### config.mk
export PLATFORM = sky130hd
export DESIGN_NAME = window_min_max_mean_p95_unit
export DESIGN_NICKNAME = d
export VERILOG_FILES = /design/src/wms_pkg.sv /design/src/wms_ctrl.sv /design/src/wms_datapath.sv /design/src/window_min_max_mean_p95_unit.sv
export VERILOG_INCLUDE_DIRS = /design/src /design/src/src
export SDC_FILE = /design/constraint.sdc
export NUM_CORES = 2
export LEC_CHECK = 0
export ABC_AREA = 1
export BUFFER_PORTS_ARGS = -buffer_cell sky130_fd_sc_hd__buf_2
export CAP_MARGIN = 5
export CORE_ASPECT_RATIO = 1.1
export CORE_MARGIN = 8
export CORE_UTILIZATION = 60
export DETAILED_ROUTE_END_ITERATION = 7
export GPL_ROUTABILITY_DRIVEN = 0
export MAX_ROUTING_LAYER = met4
export PLACE_DENSITY = 0.78
export SLEW_MARGIN = 0
export SYNTH_ARGS = -nofsm -noshare
export SYNTH_HDL_FRONTEND = slang
export SYNTH_SLANG_ARGS = --single-unit
### constraint.sdc
create_clock -name clk_i -period 16.6 [get_ports clk_i]
set_input_delay 0.83 -clock clk_i [delete_from_list [all_inputs] [get_ports clk_i]]
set_output_delay 0.83 -clock clk_i [all_outputs]
set_load 0.005 [all_outputs]
### src/window_min_max_mean_p95_unit_defines.svh
// Assertion macros shared by the window statistics unit.
`ifndef WINDOW_MIN_MAX_MEAN_P95_UNIT_DEFINES_SVH
`define WINDOW_MIN_MAX_MEAN_P95_UNIT_DEFINES_SVH

// Check that an antecedent implies a consequent in the same cycle.
`define WMS_ASSERT_IMP(lbl, ante, cons) \
  lbl: assert property (@(posedge clk_i) disable iff (!rst_ni) (ante) |-> (cons)) \
    else $error("wms assertion failed");

// Check that an antecedent implies a consequent in the next cycle.
`define WMS_ASSERT_NXT(lbl, ante, cons) \
  lbl: assert property (@(posedge clk_i) disable iff (!rst_ni) (ante) |=> (cons)) \
    else $error("wms assertion failed");

`endif

### src/wms_pkg.sv
// Package: constants, types and helpers for the window statistics unit.
package wms_pkg;
  localparam int MaxSamples = 64;
  localparam int AddrW      = $clog2(MaxSamples);
  localparam int CntW       = $clog2(MaxSamples + 1);
  localparam int SumW       = 38;

  typedef enum logic [2:0] {
    ST_LOAD,
    ST_RANK,
    ST_SEL,
    ST_DIV,
    ST_DONE
  } state_e;

  // Controller to datapath commands.
  typedef struct packed {
    logic load;      // store an accepted word
    logic close;     // marks the window close; the datapath does not use it
    logic sel_init;  // start the selection scan
    logic sel_step;  // advance the selection scan
    logic div_init;  // start the divider
    logic div_step;  // advance the divider
    logic emit;      // present the result
  } cmd_t;

  // Datapath to controller status.
  typedef struct packed {
    logic sel_done;
    logic div_done;
  } stat_t;

  // Nearest rank index ceil(95n/100)-1. The rank equals n - floor(n/20);
  // take floor(n/20) as n * 3277 >> 16.
  function automatic logic [AddrW-1:0] p95_index(input logic [CntW-1:0] n);
    logic [CntW+11:0] q;
    logic [CntW-1:0]  r;
    begin
      q = {12'd0, n} * (CntW + 12)'(3277);
      r = n - CntW'(q >> 16);
      if (r == '0) r = CntW'(1);
      p95_index = AddrW'(r - CntW'(1));
    end
  endfunction
endpackage

### src/wms_ctrl.sv
// Controller state machine for the window statistics unit.
`include "window_min_max_mean_p95_unit_defines.svh"
module wms_ctrl (
  input  logic           clk_i,
  input  logic           rst_ni,
  input  logic           start_i,
  input  logic           last_i,
  input  wms_pkg::stat_t stat_i,
  output logic           busy_o,
  output wms_pkg::cmd_t  cmd_o
);
  wms_pkg::state_e state_q, state_d;

  always_ff @(posedge clk_i or negedge rst_ni) begin
    if (!rst_ni) state_q <= wms_pkg::ST_LOAD;
    else state_q <= state_d;
  end

  always_comb begin
    state_d = state_q;
    cmd_o   = '0;
    busy_o  = 1'b1;
    case (state_q)
      wms_pkg::ST_LOAD: begin
        busy_o = 1'b0;
        if (start_i) begin
          cmd_o.load = 1'b1;
          if (last_i) state_d = wms_pkg::ST_RANK;
        end
      end
      wms_pkg::ST_RANK: begin
        cmd_o.close    = 1'b1;
        cmd_o.sel_init = 1'b1;
        cmd_o.div_init = 1'b1;
        state_d        = wms_pkg::ST_SEL;
      end
      wms_pkg::ST_SEL: begin
        cmd_o.sel_step = 1'b1;
        cmd_o.div_step = 1'b1;
        if (stat_i.sel_done) state_d = wms_pkg::ST_DIV;
      end
      wms_pkg::ST_DIV: begin
        cmd_o.div_step = 1'b1;
        if (stat_i.div_done) state_d = wms_pkg::ST_DONE;
      end
      wms_pkg::ST_DONE: begin
        cmd_o.emit = 1'b1;
        state_d    = wms_pkg::ST_LOAD;
      end
      default: state_d = wms_pkg::ST_LOAD;
    endcase
  end

  `WMS_ASSERT_IMP(a_load_idle, cmd_o.load, !busy_o)
  `WMS_ASSERT_NXT(a_done_back, state_q == wms_pkg::ST_DONE, state_q == wms_pkg::ST_LOAD)
  `WMS_ASSERT_NXT(a_last_closes, start_i && !busy_o && last_i, state_q == wms_pkg::ST_RANK)
endmodule

### src/wms_datapath.sv
// Datapath: sample store, running stats, rank selection scan and divider.
`include "window_min_max_mean_p95_unit_defines.svh"
module wms_datapath (
  input  logic                      clk_i,
  input  logic                      rst_ni,
  input  wms_pkg::cmd_t             cmd_i,
  input  logic signed [31:0]        sample_i,
  output wms_pkg::stat_t            stat_o,
  output logic                      valid_o,
  output logic signed [31:0]        min_o,
  output logic signed [31:0]        max_o,
  output logic signed [31:0]        mean_o,
  output logic signed [31:0]        p95_o,
  output logic [6:0]                count_o,
  output logic                      ovf_o
);
  localparam int AW = wms_pkg::AddrW;
  localparam int CW = wms_pkg::CntW;
  localparam int SW = wms_pkg::SumW;

  logic signed [31:0] mem_q [wms_pkg::MaxSamples];
  logic [CW-1:0]      cnt_q;
  logic signed [SW-1:0] sum_q;
  logic signed [31:0] min_q, max_q;
  logic               ovf_q;

  // Selection: candidate i is the answer if #less <= k < #less + #equal.
  // Outer index walks candidates, inner index walks the store; one compare a cycle.
  logic [AW-1:0]      k_q, ci_q, ji_q;
  logic signed [31:0] cand_q, rd_q;
  logic [CW-1:0]      lt_q, eq_q;
  logic [CW-1:0]      lt_nx, eq_nx;
  logic [1:0]         ph_q;   // 0 fetch cand, 1 fetch first elem, 2 compare
  logic               seld_q;
  logic signed [31:0] p95_q;

  // Divider: restoring on magnitudes.
  logic [SW-1:0]      dvq_q, rem_q;
  logic [CW-1:0]      dvs_q;
  logic [5:0]         dcnt_q;
  logic               neg_q, divd_q;

  logic [AW-1:0] last_a;
  logic [SW:0]   trial;
  logic [SW-1:0] rem_sh;
  assign last_a = AW'(cnt_q - CW'(1));
  assign rem_sh = {rem_q[SW-2:0], dvq_q[SW-1]};
  assign trial  = {1'b0, rem_sh} - {{(SW+1-CW){1'b0}}, dvs_q};

  // Counts including the compare of this cycle.
  assign lt_nx = lt_q + CW'(rd_q < cand_q);
  assign eq_nx = eq_q + CW'(rd_q == cand_q);

  // Store: write on load while not full, registered read.
  logic [AW-1:0] ra;
  always_comb begin
    ra = ji_q;
    if (ph_q == 2'd0) ra = ci_q;
  end
  always_ff @(posedge clk_i) begin
    if (cmd_i.load && cnt_q != CW'(wms_pkg::MaxSamples)) mem_q[cnt_q[AW-1:0]] <= sample_i;
    rd_q <= mem_q[ra];
  end

  always_ff @(posedge clk_i or negedge rst_ni) begin
    if (!rst_ni) begin
      cnt_q <= '0; sum_q <= '0; ovf_q <= 1'b0;
      min_q <= 32'sh7fffffff; max_q <= 32'sh80000000;
      seld_q <= 1'b0; divd_q <= 1'b0; valid_o <= 1'b0; ph_q <= '0;
    end else begin
      valid_o <= cmd_i.emit;
      if (cmd_i.load) begin
        if (cnt_q != CW'(wms_pkg::MaxSamples)) begin
          cnt_q <= cnt_q + CW'(1);
          sum_q <= sum_q + SW'(sample_i);
          if (sample_i < min_q) min_q <= sample_i;
          if (sample_i > max_q) max_q <= sample_i;
        end else ovf_q <= 1'b1;
      end
      if (cmd_i.emit) begin
        cnt_q <= '0; sum_q <= '0; ovf_q <= 1'b0;
        min_q <= 32'sh7fffffff; max_q <= 32'sh80000000;
      end
      if (cmd_i.sel_init) begin
        seld_q <= 1'b0; ph_q <= 2'd0; ci_q <= '0; ji_q <= '0;
        k_q <= wms_pkg::p95_index(cnt_q);
      end else if (cmd_i.sel_step && !seld_q) begin
        case (ph_q)
          2'd0: begin ph_q <= 2'd1; ji_q <= '0; end
          2'd1: begin
            cand_q <= rd_q; ph_q <= 2'd2; lt_q <= '0; eq_q <= '0;
            ji_q <= ji_q + AW'(1);
          end
          default: begin
            lt_q <= lt_nx;
            eq_q <= eq_nx;
            ji_q <= ji_q + AW'(1);
            // ji wraps to zero past the last entry of a full store.
            if (ji_q == last_a + AW'(1)) begin
              if ((CW+1)'(k_q) >= (CW+1)'(lt_nx) &&
                  (CW+1)'(k_q) < (CW+1)'(lt_nx) + (CW+1)'(eq_nx)) begin
                p95_q <= cand_q; seld_q <= 1'b1;
              end else begin
                ci_q <= ci_q + AW'(1); ph_q <= 2'd0;
              end
            end
          end
        endcase
      end
      if (cmd_i.div_init) begin
        neg_q  <= sum_q[SW-1];
        dvq_q  <= sum_q[SW-1] ? SW'(-sum_q) : SW'(sum_q);
        dvs_q  <= cnt_q; rem_q <= '0; dcnt_q <= '0; divd_q <= 1'b0;
      end else if (cmd_i.div_step && !divd_q) begin
        if (!trial[SW]) begin
          rem_q <= trial[SW-1:0];
          dvq_q <= {dvq_q[SW-2:0], 1'b1};
        end else begin
          rem_q <= rem_sh;
          dvq_q <= {dvq_q[SW-2:0], 1'b0};
        end
        dcnt_q <= dcnt_q + 6'd1;
        if (dcnt_q == 6'(SW - 1)) divd_q <= 1'b1;
      end
    end
  end

  // In the compare phase rd_q holds the element at ji_q-1.
  assign stat_o.sel_done = seld_q;
  assign stat_o.div_done = divd_q;

  always_ff @(posedge clk_i) begin
    if (cmd_i.emit) begin
      min_o   <= min_q;
      max_o   <= max_q;
      mean_o  <= neg_q ? 32'(-dvq_q) : dvq_q[31:0];
      p95_o   <= p95_q;
      count_o <= 7'(cnt_q);
      ovf_o   <= ovf_q;
    end
  end

  `WMS_ASSERT_IMP(a_cnt_range, 1'b1, cnt_q <= CW'(wms_pkg::MaxSamples))
  `WMS_ASSERT_IMP(a_emit_done, cmd_i.emit, seld_q && divd_q)
  `WMS_ASSERT_NXT(a_valid_pulse, valid_o, !valid_o)
endmodule

### src/window_min_max_mean_p95_unit.sv
// Top level of the window statistics unit: min, max, mean and 95th percentile.
//  channel  | handshake      | words
//  sample   | start/busy     | sample_value_i, last_sample_i
//  result   | valid_o        | min/max/mean/p95 value, sample_count, overflowed
// Samples load one per cycle while busy is low.
// After the last sample, the selection scan compares each candidate with the store
// (one compare a cycle over the store's single read port); the 38-step divider
// runs alongside it, and the result is emitted once both have finished.
// Reset clears counters and running stats; the store needs no clearing.
// The receiver cannot stall: valid_o is high for one cycle per window.
`include "window_min_max_mean_p95_unit_defines.svh"
module window_min_max_mean_p95_unit (
  input  logic               clk_i,
  input  logic               rst_ni,
  input  logic               start,
  output logic               busy,
  input  logic signed [31:0] sample_value_i,
  input  logic               last_sample_i,
  output logic               valid_o,
  output logic signed [31:0] min_value_o,
  output logic signed [31:0] max_value_o,
  output logic signed [31:0] mean_value_o,
  output logic signed [31:0] p95_value_o,
  output logic [6:0]         sample_count_o,
  output logic               overflowed_o
);
  wms_pkg::cmd_t  cmd;
  wms_pkg::stat_t stat;

  wms_ctrl u_ctrl (
    .clk_i, .rst_ni, .start_i(start), .last_i(last_sample_i),
    .stat_i(stat), .busy_o(busy), .cmd_o(cmd)
  );

  wms_datapath u_dp (
    .clk_i, .rst_ni, .cmd_i(cmd), .sample_i(sample_value_i), .stat_o(stat),
    .valid_o, .min_o(min_value_o), .max_o(max_value_o), .mean_o(mean_value_o),
    .p95_o(p95_value_o), .count_o(sample_count_o), .ovf_o(overflowed_o)
  );

  `WMS_ASSERT_NXT(a_busy_after_last, start && !busy && last_sample_i, busy)
  `WMS_ASSERT_IMP(a_no_valid_idle, valid_o, !busy)
  `WMS_ASSERT_IMP(a_count_pos, valid_o, sample_count_o != 7'd0)
endmodule
Word-level counts from Yosys, hierarchy flattened. Memory sizes are Yosys's and may differ from the RTL's. A register that Yosys moved wholly into a read port is not among the register bits. Cells that the tools add are included. Widths: inputs -> output; s select.

Multiply operators: 1. Mux-type cells: 64. Equality and inequality tests: 16. Order comparisons: 5. Reduce and logical (&&, ||, !) cells: 35. Bitwise logic cells: 3. $add $sub $neg: 15.

Operators with widths (number): $mux 38 (8); $mux 32 (9); $lt 32x32->1 (2); $mux 6 (10); $sub 38x7->39 (1); $add 38x32->38 (1); $neg 38->38 (1); $eq 32x32->1 (1); $gt 32x32->1 (1); $neg 32->32 (1); $pmux 7 s2 (2); $add 6x1->6 const B (4); $mux 1 (22); $mux 7 (3); $mul 7x12->19 const B (1); $reduce_bool 2->1 (9); $reduce_and 4->1 (4); $add 7x1->7 (2); $mux 3 (4); $pmux 3 s4 (1); $reduce_and 2->1 (6); $sub 6x1->6 const B (2); $reduce_and 3->1 (3); $add 7x7->8 (1); other kinds (25) (40).

Bits in writable memories: 2048. Bits of input ports: 36. Bits in registers: 440. Memories: 1. Output and inout bits: 138.

Memories: u_dp.mem_q (words 64, width 32, read ports 1, clocked after memory_dff 1, wr ports 1, RTL line wms_datapath.sv:21) `logic signed [31:0] mem_q [wms_pkg::MaxSamples];`.

Depth between registers and ports, before layout.
Depth after elaboration: 10. Mapped depth: 32. Depth with buffers taken out: 32.

By module. A second synthesis with hierarchy kept.

Cells, all modules: 9824. Area, all modules: 109308.6 um^2.

Modules (own cells, without submodules): wms_datapath (times used 1, area an instance 109068.4 um^2, seq. area each 74696.6 um^2, cells an instance 9786); wms_ctrl (times used 1, area an instance 240.2 um^2, seq. area each 75.1 um^2, cells an instance 38).

Worst setup path before layout. No wires, ideal clock.

Kind: register -> register. Start point: register u_dp.cand_q[31]. End point: register u_dp.p95_q[0] (enable). Buffers on the path: 0. Cell stages (with the launch flop): 30. Arrival: 6143 ps. Setup slack: 9996 ps. Cells stage by stage: edfxtp_1 > inv_1 > ha_1 > nand2_1 > nor2_1 > nand3_1 > nor4_1 > nor3b_1 > nand2_1 > nand4_1 > nand2_1 > ha_1 > ha_1 > nand2_1 > inv_1 > nand2_1 > xor2_1 > inv_1 > ha_1 > nor2_1 > a21oi_1 > xor2_1 > ha_1 > a21oi_1 > nand2_1 > nand3_1 > nand2_1 > inv_1 > nand2_1 > nor3_1.

Cells in the longest elaborated chain, start to end: 6.

Ends and longest elaborated chain: start: declaration (RTL line wms_datapath.sv:30) `logic signed [31:0] cand_q, rd_q;`; start signal: assignment (RTL line wms_datapath.sv:91) `cand_q <= rd_q; ph_q <= 2'd2; lt_q <= '0; eq_q <= '0;`; $lt 32x32->1 (*) (RTL line wms_datapath.sv:51) `assign lt_nx = lt_q + CW'(rd_q < cand_q);`; $add 7x1->7 (*) (RTL line wms_datapath.sv:51); named net u_dp.lt_nx[4] (RTL line wms_datapath.sv:32) `logic [CW-1:0] lt_nx, eq_nx;`; $add 7x7->8 (RTL line wms_datapath.sv:101) `(CW+1)'(k_q) < (CW+1)'(lt_nx) + (CW+1)'(eq_nx)) begin`; $lt 6x8->1 (RTL line wms_datapath.sv:101); $logic_and 1x1->1 (*) (RTL line wms_datapath.sv:100) `if ((CW+1)'(k_q) >= (CW+1)'(lt_nx) &&`; $reduce_and 6->1 (no line) (*); end signal: assignment (RTL line wms_datapath.sv:102) `p95_q <= cand_q; seld_q <= 1'b1;`; end: declaration (RTL line wms_datapath.sv:35) `logic signed [31:0] p95_q;`.

The timed path passes the listed nets; every way through them passes the cells marked *. A chain may end at the register's enable or synchronous reset.

Worst setup path in the final report.
Start point: register u_dp.cnt_q[3]. End point: register u_dp.k_q[4] (data pin).

Cells in the longest elaborated chain, start to end: 6.

Ends and longest elaborated chain: start: declaration (RTL line wms_datapath.sv:22) `logic [CW-1:0] cnt_q;`; start signal: assignment (RTL line wms_datapath.sv:74) `cnt_q <= cnt_q + CW'(1);`; $mul 7x12->19 (RTL line wms_pkg.sv:39) `q = {12'd0, n} * (CntW + 12)'(3277);`; $sub 7x3->7 (*) (RTL line wms_pkg.sv:40) `r = n - CntW'(q >> 16);`; $logic_not 7->1 (RTL line wms_pkg.sv:41) `if (r == '0) r = CntW'(1);`; $mux 6 (*) (RTL line wms_pkg.sv:41); $mux 6 (*) (RTL line wms_datapath.sv:84) `if (cmd_i.sel_init) begin`; $sub 6x1->6 (*) (RTL line wms_pkg.sv:42) `p95_index = AddrW'(r - CntW'(1));`; end signal: assignment (RTL line wms_datapath.sv:86) `k_q <= wms_pkg::p95_index(cnt_q);`; end: declaration (RTL line wms_datapath.sv:29) `logic [AW-1:0] k_q, ci_q, ji_q;`.

Every way passes the cells marked *; elsewhere a longest branch is shown, timed or not. The select of a mux whose other input is x is not followed.

==> metrics.log <==
INFO  metric cts_inserted_buffers = 228
INFO  metric p_leak = 0.04487 uW
INFO  metric route.antenna.remaining_nets = 0
INFO  metric violations_in_the_final_reports = design-rule violations
INFO  metric yosys.area_share.simple = 20.58%
INFO  metric worstHoldStart = start
INFO  metric syn-cell-area = 109200 um2
INFO  metric via_per_inst = 6.313
INFO  metric floorplan.die_area = 196000 um2
INFO  metric total_switching_power = 9326 uW
INFO  metric slowest_stage = dfrtp_1
INFO  metric setup.worst_path.class = reg2reg
INFO  metric delay_of_the_slowest_critical_path_stage = 710 ps
INFO  metric gr-usage-all-layers = 32.07%
INFO  metric vias_in_the_first_global_route = 76380
INFO  metric start_util = 60.28%
INFO  metric postCtsSetupBuffers = 0
INFO  metric unrepaired_setup_endpoints_after_global_routing = no
INFO  metric ys_seq_area_share = 68.46%
INFO  metric drt_first_pass_iters = 8
INFO  metric synth-edff-count = 2369
INFO  metric num_io_pins = 174
INFO  metric synth_warnings = 0
INFO  metric design.core.area = 181200 um2
INFO  metric leading_post_synthesis_cells_by_cell_area = edfxtp_1 65%, nand2_1 10%, nand3_1 7.6%
INFO  metric comb_power_share = 41.0%
INFO  metric antenna_found_initial = 21
INFO  metric drt-wirelength-per-cell = 25.25 um
INFO  metric pwr_density_cell = 184.1 nW/um2
INFO  metric crit-reg2reg-capture = u_dp.k_q[4]
INFO  metric outcome = finished with violations
INFO  metric max_slew.worst_pin.slew = 1201 ps
INFO  metric critPathMostFrequentCell = ha_1
INFO  metric timing.reg2reg.setup_slack = 10220 ps
INFO  metric power.switching_fraction = 42.22%
INFO  metric syn_area_per_cell = 11.14 um2
INFO  metric seq_power_share = 35.6%
INFO  metric peakVddDrop = 0.2225 mV
INFO  metric place.detailed.instances = 12050
INFO  metric num-fill-cells = 12610
INFO  metric drt_first_iter_violations = 11940
INFO  metric max_cap_viol_count = 0
INFO  metric synth_top_family_by_area = simple AND/OR/NAND/NOR gates
INFO  metric worstPathArrival = 6990 ps
INFO  metric final-seq-area = 74770 um2
INFO  metric critPathLaunchType = register
INFO  metric timing.hold.ws = 327.7 ps
INFO  metric largest_net_degree_at_the_start_of_global_routing = 229
INFO  metric ctsResizeCount = 0
INFO  metric synthMuxAreaShare = 0%
INFO  metric num-nets-final = 10150
INFO  metric final_setup_violating_endpoints = 0
INFO  metric totalWireLength = 315.3 mm
INFO  metric bufs_on_longest_clock_path = 3
INFO  metric whs_path_depth = 3
INFO  metric postSynthCellCount = 9801
INFO  metric port_buffers = 173
INFO  metric register_to_register_path_depth = 28
INFO  metric clock.fmax = 0.1567 GHz
INFO  metric skew = 52.34 ps
INFO  metric fp-row-count = 164
INFO  metric crit-reg2reg-launch = u_dp.cnt_q[3]
INFO  metric slew-limit-headroom = 19.75%
INFO  metric die_w = 422.8 um
INFO  metric insertion_delay = 900 ps
INFO  metric yosys.area.top_type = edfxtp_1
INFO  metric final.setup.tns = 0 ps
INFO  metric layout.core_utilization = 66.22%
INFO  metric layout-drive-gt1-share = 8.478%
INFO  metric synth_ff_type = edfxtp_1
INFO  metric area.growth.synth_to_final = 9.861%
INFO  metric multiInputGateArea = 30970 um2
INFO  metric hold_end = u_dp.ovf_q
INFO  metric clock_tree.htree_level_count = 4
INFO  metric numClockSinks = 2519
INFO  metric dpl_worst_slack = 10430 ps
INFO  metric synthXorXnorAreaFrac = 0.8660%
INFO  metric final-hold-violation-count = 0
INFO  metric grt_pass1_wl = 464.7 mm
INFO  metric adder_cell_area_share_of_the_yosys_netlist = 2.834%
INFO  metric critPathRequiredTime = 17210 ps
INFO  metric stdcell_count = 12490
INFO  metric global_route.overflow_total = 0
INFO  metric num_vias = 78820
INFO  metric count_of_pins_over_their_slew_limit = 0
INFO  metric worstHoldPathType = in2reg
INFO  metric critPathTopFamily = adder cells
INFO  metric synth_compound_area_share = 3.546%
INFO  metric drt_drc_violations_left = 5
INFO  metric synth_async_sr_flop_share = 4.684%
INFO  metric ys_seq_elements = 2519
INFO  metric floorplan.die.height = 463.5 um
INFO  metric design_internal_power = 12760 uW
INFO  metric cts.clk_slew.worst_paths = 60 ps
INFO  metric final_period_minus_worst_setup_slack = 6380 ps
INFO  metric crit_buf_inv = 4
INFO  metric tritoncts = built
INFO  metric clock_power_share = 23.5%
INFO  metric synth.distinct_cells = 55
INFO  metric yosysTopAreaCellShare = 65.13%
INFO  metric dp.final_hpwl = 180.1 mm
INFO  metric cts_root_buffer = clkbuf_16
INFO  metric timing.final.crit_share = 38.43%
INFO  metric critical_path_peak_fanout = 15
INFO  metric setup.worst_path.end_class = register
INFO  metric timing.final.ws_setup = 10220 ps
INFO  metric mappedNetlistNets = 10080
-- routing by layer --
metal  GRT usage (%)  share of wire (%)  vias up
met5               -                  0        -
li1                -                  -    34400
met4           21.13                7.9        0
met2           49.91                 47     5499
met1           38.52                 34    37840
met3           5.919                 12     1080
-- worst max-delay path by stage --
| stage | slack, ps | to | from | cells past startpoint |
|---|---|---|---|---|
| 6_report | 10220 | u_dp.k_q[4] | u_dp.cnt_q[3] | 28 |
| 5_1_grt | 9910 | u_dp.k_q[4] | u_dp.cnt_q[3] | 28 |
| 4_1_cts | 10400 | u_dp.k_q[4] | u_dp.cnt_q[3] | 28 |
| 3_5_place_dp | 10430 | u_dp.k_q[4] | u_dp.cnt_q[3] | 28 |
| 3_3_place_gp | 10550 | u_dp.k_q[4] | u_dp.cnt_q[4] | 30 |
| 2_1_floorplan | 10000 | u_dp.p95_q[0] | u_dp.cand_q[31] | 29 |
-- kinds of logic (layout without fill, tap and decap cells) --
family,Yosys count,in the layout
AO/OA/AOI/OAI,714,714
XOR/XNOR,108,108
adder cells (fa/ha/maj),239,239
buffers and inverters,915,1175
flip-flops,2519,2519
other,0,17
AND/OR/NAND/NOR,5306,5306
-- through the flow --
stage / power, uW / cell area [um2]
5_1_grt: 23080 / 120000
4_1_cts: 21870 / 119900
2_1_floorplan: 13820 / 109200
6_report: 22090 / 120000
3_3_place_gp: 16430 / 112600
3_5_place_dp: 16700 / 112600
-- flip-flops by register name, indices dropped and copies added, names as in the netlist, 7 cells and up --
| register | count |
|---|---|
| u_dp.mem_q | 2048 |
| u_dp.dvq_q | 38 |
| u_dp.sum_q | 38 |
| u_dp.rem_q | 37 |
| u_dp.cand_q | 32 |
| u_dp.max_o | 32 |
| u_dp.max_q | 32 |
| u_dp.mean_o | 32 |
| u_dp.min_o | 32 |
| u_dp.min_q | 32 |
| u_dp.p95_o | 32 |
| u_dp.p95_q | 32 |
| u_dp.rd_q | 32 |
| u_dp.cnt_q | 7 |
| u_dp.count_o | 7 |
| u_dp.dvs_q | 7 |
| u_dp.eq_q | 7 |
| u_dp.lt_q | 7 |
-- tightest hold or removal path, delay by kind of cell --
kind | cells | cell delay (ps)
AOI/OAI and AO/OA | 1 | 110
buffers and inverters | 1 | 150
and+or+nand+nor | 1 | 80
-- repair_timing --
item	4_1_cts	5_1_grt
endpoints found under the hold margin	44	0
endpoints found under the setup margin	0	0
hold buffers	1	0
-- final cells by class --
class | instances | area share [%]
sequential | 2519 | 62.31
multi-input combinational | 6367 | 25.81
clock buffer | 277 | 5.020
tap | 2407 | 2.510
timing repair buffer | 355 | 1.955
inverter | 401 | 1.277
clock inverter | 142 | 1.077
antenna | 17 | 0.03545
-- cell usage after synthesis, types with 16 or more instances --
cell type,instances
dfstp_2,32
or2_2,33
nand2_1,2942
nand3b_1,17
dfrtp_1,86
buf_4,27
o21ai_0,277
nand4_1,83
dfxtp_1,32
nor2_1,515
edfxtp_1,2369
xor2_1,87
ha_1,225
o21ai_1,63
o211ai_1,16
nor3_1,41
clkbuf_1,102
o22ai_1,104
buf_2,362
inv_1,391
nand3_1,1649
a21oi_1,209
xnor2_1,21
-- power groups by stage --
stage | clock, uW | combinational [uW] | sequential (uW)
6_report | 5190 | 9050 | 7860
5_1_grt | 5440 | 9760 | 7880
4_1_cts | 5200 | 8830 | 7840
3_5_place_dp | 0 | 8740 | 7960
3_3_place_gp | 0 | 8480 | 7950
2_1_floorplan | 0 | 6020 | 7800
-- cell usage in the layout, fill, tap and decap left out, types with 33 or more instances in the layout --
cell | netlist | layout
nand2_1 | 2942 | 2942
edfxtp_1 | 2369 | 2369
nand3_1 | 1649 | 1648
nor2_1 | 515 | 449
inv_1 | 391 | 388
o21ai_0 | 277 | 276
clkbuf_16 | 0 | 231
ha_1 | 225 | 225
a21oi_1 | 209 | 208
buf_4 | 27 | 175
buf_2 | 362 | 170
o22ai_1 | 104 | 104
xor2_1 | 87 | 87
dfrtp_1 | 86 | 86
nand4_1 | 83 | 83
nor2_4 | 1 | 66
o21ai_1 | 63 | 62
clkinv_2 | 0 | 56
clkinv_1 | 4 | 47
clkbuf_1 | 102 | 39
nor3_1 | 41 | 38
or2_2 | 33 | 33
(Power assumes the default switching activity.)
